<file path="src/hw/rtl/cprp_pkg.sv">
// Shared types and constants for the checkpoint record parser.
`default_nettype none
package cprp_pkg;

    localparam int TRAILER_BYTES  = 12;
    localparam int HEADER_BYTES   = 32;
    localparam int MIN_FILE_BYTES = HEADER_BYTES + TRAILER_BYTES;
    localparam int DLY_IDX_W      = $clog2(TRAILER_BYTES);
    localparam int QUEUE_DEPTH    = 4;
    localparam int QPTR_W         = $clog2(QUEUE_DEPTH);

    localparam logic [31:0] CRC_POLY      = 32'h82F6_3B78;
    localparam logic [31:0] MAGIC_RESET   = 32'h4B43_4753;
    localparam logic [7:0]  MAXVER_RESET  = 8'd2;
    localparam logic [31:0] FIRED_VERSION = 32'd2;

    localparam logic [7:0] CFG_MAGIC  = 8'd0;
    localparam logic [7:0] CFG_MAXVER = 8'd1;

    typedef enum logic [3:0] {
        PH_MAGIC, PH_VERSION, PH_OFFSET, PH_WMARK, PH_ENTRIES, PH_KEYLEN,
        PH_KEYBYTE, PH_WSTART, PH_WEND, PH_SUM, PH_COUNT, PH_FCOUNT,
        PH_FSTART, PH_FEND, PH_DONE, PH_GARBAGE
    } phase_t;

    localparam logic [3:0] K_VERSION = 4'd0;
    localparam logic [3:0] K_OFFSET  = 4'd1;
    localparam logic [3:0] K_WMARK   = 4'd2;
    localparam logic [3:0] K_ENTRIES = 4'd3;
    localparam logic [3:0] K_KEYLEN  = 4'd4;
    localparam logic [3:0] K_KEYBYTE = 4'd5;
    localparam logic [3:0] K_WSTART  = 4'd6;
    localparam logic [3:0] K_WEND    = 4'd7;
    localparam logic [3:0] K_SUM     = 4'd8;
    localparam logic [3:0] K_COUNT   = 4'd9;
    localparam logic [3:0] K_FCOUNT  = 4'd10;
    localparam logic [3:0] K_FSTART  = 4'd11;
    localparam logic [3:0] K_FEND    = 4'd12;
    localparam logic [3:0] K_STATUS  = 4'd13;

    localparam logic [2:0] ST_OK       = 3'd0;
    localparam logic [2:0] ST_SHORT    = 3'd1;
    localparam logic [2:0] ST_CRC      = 3'd2;
    localparam logic [2:0] ST_MAGIC    = 3'd3;
    localparam logic [2:0] ST_VERSION  = 3'd4;
    localparam logic [2:0] ST_COUNT    = 3'd5;
    localparam logic [2:0] ST_TRUNC    = 3'd6;
    localparam logic [2:0] ST_GARBAGE  = 3'd7;

    typedef struct packed {
        logic [3:0]  kind;
        logic [63:0] value;
        logic [2:0]  status;
        logic        last;
    } rec_t;

    typedef struct packed {
        logic [1:0] cnt;
        rec_t       rec0;
        rec_t       rec1;
    } push_t;

endpackage
`default_nettype wire

</file>
<file path="src/hw/rtl/cprp_front.sv">
// Front end: trailer delay line, CRC-32C and field parser; emits records.
`default_nettype none
module cprp_front (
    input  wire logic              aclk,
    input  wire logic              aresetn,
    input  wire logic              accept,
    input  wire logic [7:0]        data_byte,
    input  wire logic              last_byte,
    input  wire logic [31:0]       expected_magic,
    input  wire logic [7:0]        max_version,
    output cprp_pkg::push_t        push
);
    import cprp_pkg::*;

    logic [7:0]  dly_reg  [TRAILER_BYTES];
    logic [7:0]  dly_next [TRAILER_BYTES];
    logic [5:0]  bs_reg, bs_next;
    logic [31:0] crc_reg, crc_next;
    phase_t      ph_reg, ph_next;
    logic [2:0]  idx_reg, idx_next;
    logic [63:0] acc_reg, acc_next;
    logic [63:0] het_reg, het_next;
    logic [63:0] el_reg, el_next;
    logic [63:0] fl_reg, fl_next;
    logic [31:0] kbl_reg, kbl_next;
    logic [31:0] vs_reg, vs_next;
    logic [2:0]  fe_reg, fe_next;

    always_ff @(posedge aclk) begin
        if (!aresetn) begin
            for (int i = 0; i < TRAILER_BYTES; i++) dly_reg[i] <= 8'd0;
            bs_reg  <= '0;
            crc_reg <= '1;
            ph_reg  <= PH_MAGIC;
            idx_reg <= '0;
            acc_reg <= '0;
            het_reg <= '0;
            el_reg  <= '0;
            fl_reg  <= '0;
            kbl_reg <= '0;
            vs_reg  <= '0;
            fe_reg  <= ST_OK;
        end else if (accept) begin
            for (int i = 0; i < TRAILER_BYTES; i++) dly_reg[i] <= dly_next[i];
            bs_reg  <= bs_next;
            crc_reg <= crc_next;
            ph_reg  <= ph_next;
            idx_reg <= idx_next;
            acc_reg <= acc_next;
            het_reg <= het_next;
            el_reg  <= el_next;
            fl_reg  <= fl_next;
            kbl_reg <= kbl_next;
            vs_reg  <= vs_next;
            fe_reg  <= fe_next;
        end
    end

    logic [7:0]  body;
    logic [31:0] c;
    logic [63:0] acc;
    logic [63:0] tcount;
    logic [31:0] stored;
    logic [2:0]  last_idx;
    logic [2:0]  st;
    rec_t        frec;
    logic        fvalid;

    always_comb begin
        for (int i = 0; i < TRAILER_BYTES; i++) dly_next[i] = dly_reg[i];
        bs_next  = bs_reg;
        crc_next = crc_reg;
        ph_next  = ph_reg;
        idx_next = idx_reg;
        acc_next = acc_reg;
        het_next = het_reg;
        el_next  = el_reg;
        fl_next  = fl_reg;
        kbl_next = kbl_reg;
        vs_next  = vs_reg;
        fe_next  = fe_reg;
        body     = dly_reg[0];
        c        = crc_reg ^ {24'd0, body};
        acc      = acc_reg | ({56'd0, body} << {idx_reg, 3'b000});
        last_idx = (ph_reg == PH_MAGIC || ph_reg == PH_VERSION || ph_reg == PH_KEYLEN)
                   ? 3'd3 : 3'd7;
        fvalid   = 1'b0;
        frec     = '0;

        if (bs_reg >= 6'(TRAILER_BYTES)) begin
            for (int k = 0; k < 8; k++) c = c[0] ? ((c >> 1) ^ CRC_POLY) : (c >> 1);
            crc_next = c;
            for (int i = 0; i < TRAILER_BYTES - 1; i++) dly_next[i] = dly_reg[i + 1];
            dly_next[TRAILER_BYTES - 1] = data_byte;

            if (ph_reg == PH_KEYBYTE) begin
                kbl_next = kbl_reg - 32'd1;
                if (kbl_next == 32'd0) ph_next = PH_WSTART;
                fvalid = 1'b1;
                frec.kind = K_KEYBYTE;
                frec.value = {56'd0, body};
            end else if (ph_reg == PH_DONE || ph_reg == PH_GARBAGE) begin
                ph_next = PH_GARBAGE;
            end else if (idx_reg != last_idx) begin
                idx_next = idx_reg + 3'd1;
                acc_next = acc;
            end else begin
                idx_next   = '0;
                acc_next   = '0;
                frec.value = acc;
                fvalid     = 1'b1;
                unique case (ph_reg)
                    PH_MAGIC: begin
                        fvalid = 1'b0;
                        if (acc[31:0] != expected_magic && fe_reg == ST_OK) fe_next = ST_MAGIC;
                        ph_next = PH_VERSION;
                    end
                    PH_VERSION: begin
                        vs_next = acc[31:0];
                        if ((vs_next == 32'd0 || vs_next > {24'd0, max_version})
                            && fe_reg == ST_OK) fe_next = ST_VERSION;
                        ph_next = PH_OFFSET;
                        frec.kind = K_VERSION;
                    end
                    PH_OFFSET: begin
                        ph_next = PH_WMARK;
                        frec.kind = K_OFFSET;
                    end
                    PH_WMARK: begin
                        ph_next = PH_ENTRIES;
                        frec.kind = K_WMARK;
                    end
                    PH_ENTRIES: begin
                        het_next = acc;
                        el_next  = acc;
                        if (acc != 64'd0) ph_next = PH_KEYLEN;
                        else ph_next = (vs_reg >= FIRED_VERSION) ? PH_FCOUNT : PH_DONE;
                        frec.kind = K_ENTRIES;
                    end
                    PH_KEYLEN: begin
                        kbl_next = acc[31:0];
                        ph_next  = (acc[31:0] != 32'd0) ? PH_KEYBYTE : PH_WSTART;
                        frec.kind = K_KEYLEN;
                    end
                    PH_WSTART: begin
                        ph_next = PH_WEND;
                        frec.kind = K_WSTART;
                    end
                    PH_WEND: begin
                        ph_next = PH_SUM;
                        frec.kind = K_WEND;
                    end
                    PH_SUM: begin
                        ph_next = PH_COUNT;
                        frec.kind = K_SUM;
                    end
                    PH_COUNT: begin
                        el_next = el_reg - 64'd1;
                        if (el_next != 64'd0) ph_next = PH_KEYLEN;
                        else ph_next = (vs_reg >= FIRED_VERSION) ? PH_FCOUNT : PH_DONE;
                        frec.kind = K_COUNT;
                    end
                    PH_FCOUNT: begin
                        fl_next = acc;
                        ph_next = (acc != 64'd0) ? PH_FSTART : PH_DONE;
                        frec.kind = K_FCOUNT;
                    end
                    PH_FSTART: begin
                        ph_next = PH_FEND;
                        frec.kind = K_FSTART;
                    end
                    PH_FEND: begin
                        fl_next = fl_reg - 64'd1;
                        ph_next = (fl_next != 64'd0) ? PH_FSTART : PH_DONE;
                        frec.kind = K_FEND;
                    end
                    default: begin
                        fvalid = 1'b0;
                    end
                endcase
            end
        end else begin
            dly_next[bs_reg[DLY_IDX_W-1:0]] = data_byte;
        end
        if (bs_reg < 6'(MIN_FILE_BYTES)) bs_next = bs_reg + 6'd1;

        tcount = {dly_next[7], dly_next[6], dly_next[5], dly_next[4],
                  dly_next[3], dly_next[2], dly_next[1], dly_next[0]};
        stored = {dly_next[11], dly_next[10], dly_next[9], dly_next[8]};
        priority if (bs_next < 6'(MIN_FILE_BYTES)) st = ST_SHORT;
        else if (stored != ~crc_next)             st = ST_CRC;
        else if (fe_next != ST_OK)                st = fe_next;
        else if (tcount != het_next)              st = ST_COUNT;
        else if (ph_next == PH_GARBAGE)           st = ST_GARBAGE;
        else if (ph_next != PH_DONE)              st = ST_TRUNC;
        else                                      st = ST_OK;

        push = '0;
        if (accept) begin
            if (fvalid) begin
                push.rec0 = frec;
                push.cnt  = 2'd1;
            end
            if (last_byte) begin
                if (fvalid) begin
                    push.rec1 = '{kind: K_STATUS, value: 64'd0, status: st, last: 1'b1};
                    push.cnt  = 2'd2;
                end else begin
                    push.rec0 = '{kind: K_STATUS, value: 64'd0, status: st, last: 1'b1};
                    push.cnt  = 2'd1;
                end
            end
        end

        // Drop all file state after the final byte.
        if (last_byte) begin
            for (int i = 0; i < TRAILER_BYTES; i++) dly_next[i] = 8'd0;
            bs_next  = '0;
            crc_next = '1;
            ph_next  = PH_MAGIC;
            idx_next = '0;
            acc_next = '0;
            het_next = '0;
            el_next  = '0;
            fl_next  = '0;
            kbl_next = '0;
            vs_next  = '0;
            fe_next  = ST_OK;
        end
    end

endmodule
`default_nettype wire

</file>
<file path="src/hw/rtl/cprp_queue.sv">
// Back end: short record queue, up to two pushes and one pop per cycle.
`default_nettype none
module cprp_queue (
    input  wire logic              aclk,
    input  wire logic              aresetn,
    input  wire cprp_pkg::push_t   push,
    input  wire logic              pop,
    output cprp_pkg::rec_t         head,
    output logic                   not_empty,
    output logic                   room2,
    output logic [2:0]             count
);
    import cprp_pkg::*;

    rec_t              mem [QUEUE_DEPTH];
    logic [QPTR_W-1:0] wr_reg, rd_reg;
    logic [2:0]        cnt_reg;
    logic              do_pop;

    assign do_pop    = pop && (cnt_reg != 3'd0);
    assign head      = mem[rd_reg];
    assign not_empty = (cnt_reg != 3'd0);
    assign room2     = (cnt_reg <= 3'(QUEUE_DEPTH - 2));
    assign count     = cnt_reg;

    always_ff @(posedge aclk) begin
        if (push.cnt != 2'd0) mem[wr_reg] <= push.rec0;
        if (push.cnt == 2'd2) mem[wr_reg + QPTR_W'(1)] <= push.rec1;
    end

    always_ff @(posedge aclk) begin
        if (!aresetn) begin
            wr_reg  <= '0;
            rd_reg  <= '0;
            cnt_reg <= '0;
        end else begin
            wr_reg  <= wr_reg + QPTR_W'(push.cnt);
            rd_reg  <= rd_reg + QPTR_W'(do_pop);
            cnt_reg <= cnt_reg + 3'(push.cnt) - 3'(do_pop);
        end
    end

endmodule
`default_nettype wire

</file>
<file path="src/hw/rtl/checkpoint_record_parser_core.sv">
// Records are registered in the record queue and offered on m_* in the order of their requests.
// Throughput: one byte request per cycle; a byte yields at most a field and a status.
// The four-entry record queue sets the rate: s_ready drops while fewer than two slots are free.
// Reset (aresetn low, synchronous): file state, queue and registers return to defaults.
// Bytes leave the twelve-byte trailer delay line into the CRC and parser.
`default_nettype none
module checkpoint_record_parser_core (
    input  wire logic        aclk,
    input  wire logic        aresetn,
    input  wire logic        s_valid,
    output logic             s_ready,
    input  wire logic [7:0]  s_data_byte,
    input  wire logic        s_last_byte,
    output logic             m_valid,
    input  wire logic        m_ready,
    output logic [3:0]       m_record_kind,
    output logic [63:0]      m_field_value,
    output logic [2:0]       m_status_code,
    output logic             m_last_result,
    input  wire logic        cfg_valid,
    output logic             cfg_ready,
    input  wire logic [7:0]  cfg_index,
    input  wire logic [31:0] cfg_data
);
    import cprp_pkg::*;

    logic [31:0] magic_reg;
    logic [7:0]  maxver_reg;
    logic        s_accept;
    push_t       push;
    rec_t        head;
    logic        q_not_empty, q_room2;
    logic [2:0]  q_count;

    // Configuration writes are always taken; unknown indexes are dropped.
    assign cfg_ready = 1'b1;
    always_ff @(posedge aclk) begin
        if (!aresetn) begin
            magic_reg  <= MAGIC_RESET;
            maxver_reg <= MAXVER_RESET;
        end else if (cfg_valid) begin
            if (cfg_index == CFG_MAGIC)  magic_reg  <= cfg_data;
            if (cfg_index == CFG_MAXVER) maxver_reg <= cfg_data[7:0];
        end
    end

    // Hold off requests unless the queue can absorb a field plus a status.
    assign s_ready  = q_room2;
    assign s_accept = s_valid && s_ready;

    cprp_front u_front (
        .aclk           (aclk),
        .aresetn        (aresetn),
        .accept         (s_accept),
        .data_byte      (s_data_byte),
        .last_byte      (s_last_byte),
        .expected_magic (magic_reg),
        .max_version    (maxver_reg),
        .push           (push)
    );

    cprp_queue u_queue (
        .aclk      (aclk),
        .aresetn   (aresetn),
        .push      (push),
        .pop       (m_ready),
        .head      (head),
        .not_empty (q_not_empty),
        .room2     (q_room2),
        .count     (q_count)
    );

    assign m_valid       = q_not_empty;
    assign m_record_kind = head.kind;
    assign m_field_value = head.value;
    assign m_status_code = head.status;
    assign m_last_result = head.last;

`ifndef SYNTH
    a_no_overflow: assert property (@(posedge aclk) disable iff (!aresetn)
        q_count <= 3'(QUEUE_DEPTH)) else $error("record queue overflow");
    a_last_gives_status: assert property (@(posedge aclk) disable iff (!aresetn)
        s_accept && s_last_byte |=> m_valid) else $error("no record after last byte");
    a_status_is_last: assert property (@(posedge aclk) disable iff (!aresetn)
        m_valid |-> ((m_record_kind == K_STATUS) == m_last_result))
        else $error("status kind and last flag disagree");
    a_push_bounded: assert property (@(posedge aclk) disable iff (!aresetn)
        !s_accept |-> push.cnt == 2'd0) else $error("push without request");
`endif

endmodule
`default_nettype wire

</file>
<file path="config.mk">
export PLATFORM = sky130hd
export DESIGN_NAME = checkpoint_record_parser_core
export DESIGN_NICKNAME = d
export VERILOG_FILES = /design/src/hw/rtl/cprp_pkg.sv /design/src/hw/rtl/cprp_front.sv /design/src/hw/rtl/cprp_queue.sv /design/src/hw/rtl/checkpoint_record_parser_core.sv
export SDC_FILE = /design/constraint.sdc
export NUM_CORES = 2
export LEC_CHECK = 0
export ABC_AREA = 1
export BUFFER_PORTS_ARGS = -buffer_cell sky130_fd_sc_hd__buf_2
export CORE_MARGIN = 2
export CORE_UTILIZATION = 35
export CTS_BUF_LIST = sky130_fd_sc_hd__clkbuf_4
export DETAILED_ROUTE_END_ITERATION = 10
export PLACE_DENSITY = 0.53
export SETUP_SLACK_MARGIN = 0.2
export SYNTH_ARGS = -nofsm -noshare
export SYNTH_HDL_FRONTEND = slang
export SYNTH_SLANG_ARGS = --single-unit
export TNS_END_PERCENT = 10
</file>
<file path="constraint.sdc">
create_clock -name aclk -period 7.2 [get_ports aclk]
set_input_delay 1.44 -clock aclk [delete_from_list [all_inputs] [get_ports aclk]]
set_output_delay 1.44 -clock aclk [all_outputs]
set_load 0.01 [all_outputs]
</file>
After elaboration in Yosys (flattened, before gate mapping)
Memories as Yosys holds them, arrays and structs flattened. A register that Yosys moved wholly into a read port is not among the register bits.
Cells that the tools add are included.
{ "word_totals": {"reg_bits": 415, "latch_bits": 0, "mem_bits_rw": 384, "romBits": 0, "inputBits": 54, "output_inout_bits": 75, "elab_cells": 245, "memories": 2} }
{ "op_classes": {"addsub": 10, "multipliers": 0, "n_div": 0, "n_lt_le_gt_ge": 8, "eq_ne": 28, "n_shift": 1, "mux": 122, "n_bitwise": 24, "reduce_logical": 34} }
{ "mem_list": {"columns": ["memory", "words", "word_bits", "rd", "rd_clocked_by_memory_dff", "wr", "line", "source"], "rows": [
  ["u_queue.mem", 4, 72, 1, 1, 2, "cprp_queue.sv:15", "rec_t mem [QUEUE_DEPTH];"],
  ["u_front.dly_reg", 12, 8, 12, 0, 12, "cprp_front.sv:15", "logic [7:0] dly_reg [TRAILER_BYTES];"]
]} }
{ "ops": {"columns": ["cell", "n"], "rows": [
  ["64-bit two-way mux", 21],
  ["32-bit two-way mux", 22],
  ["146-bit two-way mux", 2],
  ["68-bit two-way mux", 4],
  ["64-bit case mux with 2 select lines", 2],
  ["96-bit two-way mux", 2],
  ["64-bit nonzero test", 3],
  ["72-bit two-way mux", 2],
  ["16-bit NOT with 17-bit output", 8],
  ["64-bit by 1-bit subtractor with 64-bit output (second input constant)", 2],
  ["8-bit two-way mux", 13],
  ["96-bit bitwise mux", 1],
  ["73-bit two-way mux", 1],
  ["32-bit logical NOT", 2],
  ["32-bit != test", 2],
  ["64-bit != test", 1],
  ["64-bit bitwise OR", 1],
  ["8-bit by 6-bit << shifter with 64-bit output", 1],
  ["3-bit two-way mux", 20],
  ["4-bit case mux with 13 select lines", 1],
  ["4-bit case mux with 11 select lines", 1],
  ["4-bit equality test (second input constant)", 9],
  ["8-bit demux with 4-bit select", 1],
  ["32-bit by 2-bit greater-or-equal comparator with 1-bit output (second input constant)", 1],
  ["45 further kinds", 104]
]} }

Depth between registers and ports, before layout
An unclocked memory read counts as a cell.
{ "depth": {"ltp_word": 29, "mapped_depth": 28, "ltp_nobuf": 27} }

Modules after synthesis
A second synthesis with hierarchy kept.
{ "unflattened": {"cells_unflattened": 6268, "area_unflattened_um2": 46478.3} }
{ "by_module_without_submodules": {"columns": ["mod", "instances", "cells_each", "area_per_inst_um2", "seq_area_each_um2"], "rows": [
  ["cprp_front", 1, 4566, 30651.9, 10229.8],
  ["cprp_queue", 1, 1468, 14202.4, 8788.4],
  ["checkpoint_record_parser_core", 1, 234, 1624.1, 800.8]
]} }

Worst setup path after synthesis
Ideal clock, no wire load.
{ "synth_timing": {"path_type": "input-to-reg", "from": "input port aresetn", "to": "memory u_front.dly_reg[0][0], enable pin", "setup_time_ps": 499, "arrival_ps": 4748, "required_time_ps": 6701, "slack_ps": 1954, "path_stages": 5, "n_path_buf": 2, "path_cell_list": "clkbuf_1 inv_2 nor2_1 inv_2 clkbuf_1"} }
{ "synth_rtl": {"columns": ["item", "line", "source"], "rows": [
  ["from (decl)", "checkpoint_record_parser_core.sv:9", "input wire logic aresetn,"],
  ["to (decl)", "cprp_front.sv:15", null]
]} }

==> results.py <==
metrics = {
    "run_status": {
        "outcome": "completed",
    },
    "yosys": {
        "syn_nets": 6509,
        "ys.flop_type": "dfxtp_1",
        "synth_commonest_cells": "nand2_1 (1269), nor2_1 (918), o21ai_0 (822)",
        "yosysMostFrequentCell": "nand2_1",
        "synth_edf_count": 124,
        "syn_inst": 6428,
        "yosys_warnings": 0,
        "synth_seq_cells": 798,
        "avgSynthCellArea_sq_um": 6.873,
        "synth_area_leaders": "dfxtp_1 (31%), nand2_1 (11%), o21ai_0 (9.3%)",
        "syn-cell-area_sq_um": 44180,
        "synth.distinct_cells": 65,
        "synthArstFlopShare_pct": 0,
        "yosysSeqAreaShare_pct": 38.97,
        "synth.largest_area_cell": "dfxtp_1",
        "synth_top_area_share_pct": 30.54,
    },
    "timing": {
        "hold_violations": 0,
        "clock_skew_ps": 110.6,
        "timing.fmax_ghz": 0.1623,
        "relSlewSlack_pct": 14.11,
        "setup_viol": 0,
        "setup_slack_ps": 1040,
        "finalSetupTns_ps": 0,
        "rsz0062_at_grt": "no",
        "period_share_pct": 85.56,
        "tightest_slew_ps": 1285,
        "period_needed_ps": 6160,
        "maxSlewViolCount": 0,
    },
    "min_path": {
        "hold_class": "primary input to flip-flop",
        "hold_start": "cfg_data[16]",
    },
    "power_and_ir_drop": {
        "powerDensity_nw_per_um2": 260.8,
        "total_power_mw": 12.77,
        "ir_drop_mv": 0.2056,
        "leakage_nw": 21.19,
    },
    "critical_path": {
        "crit_family": "simple AND/OR/NAND/NOR gates",
        "worst_setup_path_start_kind": "flip-flop",
        "crit_start": "u_front.idx_reg[0]$_SDFFE_PN0P_",
        "cp_num_buf_inv": 3,
        "criticalPathCategory": "flip-flop to flip-flop",
        "arrival_ps": 7260,
        "max_stage_delay_ps": 780,
        "cpMostUsedCell": "nand2_1",
        "slowest_stage": "dfxtp_1",
        "reg2reg_from": "u_front.idx_reg[0]$_SDFFE_PN0P_",
        "critPathCaptureType": "flip-flop",
        "required_ps": 8300,
        "cp_cell_sequence": "inv_2 -> nand3_1 -> nor2_1 -> nor2_1 -> inv_1 -> ha_1 -> nand2_1 -> inv_1 -> nand2_1 -> o41ai_1 -> nand3_1 -> nand3_1 -> nand2_1 -> nor3_2 -> o21ai_0 -> nor3_4 -> nand4_1 -> nand2_1",
        "path_max_fanout": 32,
    },
    "cts": {
        "cts_buffers": 227,
        "cts.path.max_buffers": 3,
        "clock_sinks": 798,
        "root_buffer": "clkbuf_4",
        "cts_hold_buf": 0,
        "post-cts-setup-buffers": 0,
        "tritoncts": "built",
        "clk_latency_ps": 1300,
        "clk_pin_slew_ps": 70,
        "htree_levels": 4,
        "cts_resized": 0,
    },
    "place": {
        "hpwl_microns": 126200,
        "post-place-ws_ps": 1072,
        "port_buffers": 127,
        "gp_congestion": 0.9838,
    },
    "detailed_routing": {
        "ant_nets": 0,
        "first_iter_violations": 4686,
        "routed_wl_microns": 180500,
        "via_per_inst": 5.455,
        "first_pass_iters": 6,
        "drc_errors": 0,
        "avgRoutedWirePerCell_microns": 21.69,
        "vias": 45409,
    },
    "grt": {
        "grt_antenna_before_repair": 8,
        "grt_pass1_vias": 41204,
        "groute.usage.overall_pct": 27.01,
        "grt_max_degree": 150,
        "grt_overflow_total": 0,
        "grt_pass1_wl_microns": 266400,
    },
    "cells_and_area": {
        "fill_cells": 13550,
        "syn_to_final_growth_pct": 10.86,
        "largest_reg_flops": 288,
        "fin_nets": 6573,
        "drive_gt1_share_pct": 10.36,
    },
    "floorplan": {
        "die_h_microns": 359.3,
        "die_w_microns": 359.3,
        "pin_count": 129,
        "core_sq_um": 125400,
        "std_cell_rows": 130,
        "initial_core_util_pct": 35.23,
        "die-area_sq_um": 129100,
    },
    "run": {
        "max-cap-violations": 0,
    },
}
[report_power, final]
group,leakage (nW),internal [mW],total [mW],switching (mW)
combinational,12.7,1.03,3.50,2.47
clock,1.74,2.29,4.41,2.12
sequential,6.75,4.69,4.86,0.166
total,21.2,8.01,12.8,4.76
[stage by stage]
stage               area, sq um  utilization (%)  cells  hold WS (ps)
global placement          46020            36.69   7913         439.6
floorplan                 44180                -   6428         428.7
detailed placement        46020            36.69   7913         444.7
CTS                       48940            39.03   8310         288.4
global route              48960            39.04   8317         341.2
finish                    48980            39.06   8324         432.2
[metal layers]
metal	global-route usage, %	share of wire (%)	vias to the layer above
met3	4.996	7.5	339
met5	0	0.013	-
li1	-	-	21861
met1	37.03	45	21413
met2	41.82	44	1792
met4	10.63	3.6	4
[kinds of logic after synthesis]
group                      Yosys count  synth area share [%]
DFF                                798                 38.97
and+or+nand+nor                   2912                 27.53
adders and majority gates           27                0.7817
other                                1              0.008488
xor gates and xnor gates           220                 4.472
AOI/OAI and AO/OA                 1492                 19.54
buffers and inverters              978                 8.697
[worst reg2reg max path, stage by stage (launching register included)]
cell and delay [ps]:
dfxtp_1 780, inv_2 470, nand3_1 200, nor2_1 60, nor2_1 560, inv_1 530, ha_1 460, nand2_1 60
inv_1 60, nand2_1 70, o41ai_1 540, nand3_1 210, nand3_1 180, nand2_1 110, nor3_2 490, o21ai_0 340
nor3_4 640, nand4_1 190, nand2_1 110
[cell usage in the layout, fill, tap and decap left out, types with 70 or more instances in the layout]
cell type	n
a21oi_1	142
o211ai_1	80
nand3_1	503
o21ai_0	818
nand2_1	1268
nor2_1	912
inv_1	561
xor2_1	174
dfxtp_1	672
buf_4	78
nand4_1	70
o22ai_1	169
edfxtp_1	124
clkbuf_4	348
buf_2	126
[path summary, 6_finish.rpt]
kind	slack, ps	endpoint	cells past startpoint
setup / recovery	1040	u_queue.mem[3][3]$_DFFE_PP_	18
hold reg to reg	460	u_front.acc_reg[51]$_SDFFE_PN0P_	2
setup reg to reg	1040	u_queue.mem[3][3]$_DFFE_PP_	18
hold / removal	430	magic_reg[16]$_SDFFE_PN1P_	3
[layout make-up]
type,count,area [sq um],area share (%)
clock inverter,49,314.1,0.6412
sequential,798,17220,35.16
inverter,606,2298,4.693
tap,1650,2064,4.215
timing repair buffer,207,1276,2.606
clock buffer,348,2613,5.334
antenna,14,35.03,0.07153
multi-input combinational,4652,23160,47.28
Note: power is estimated with default switching activity, not from simulation.
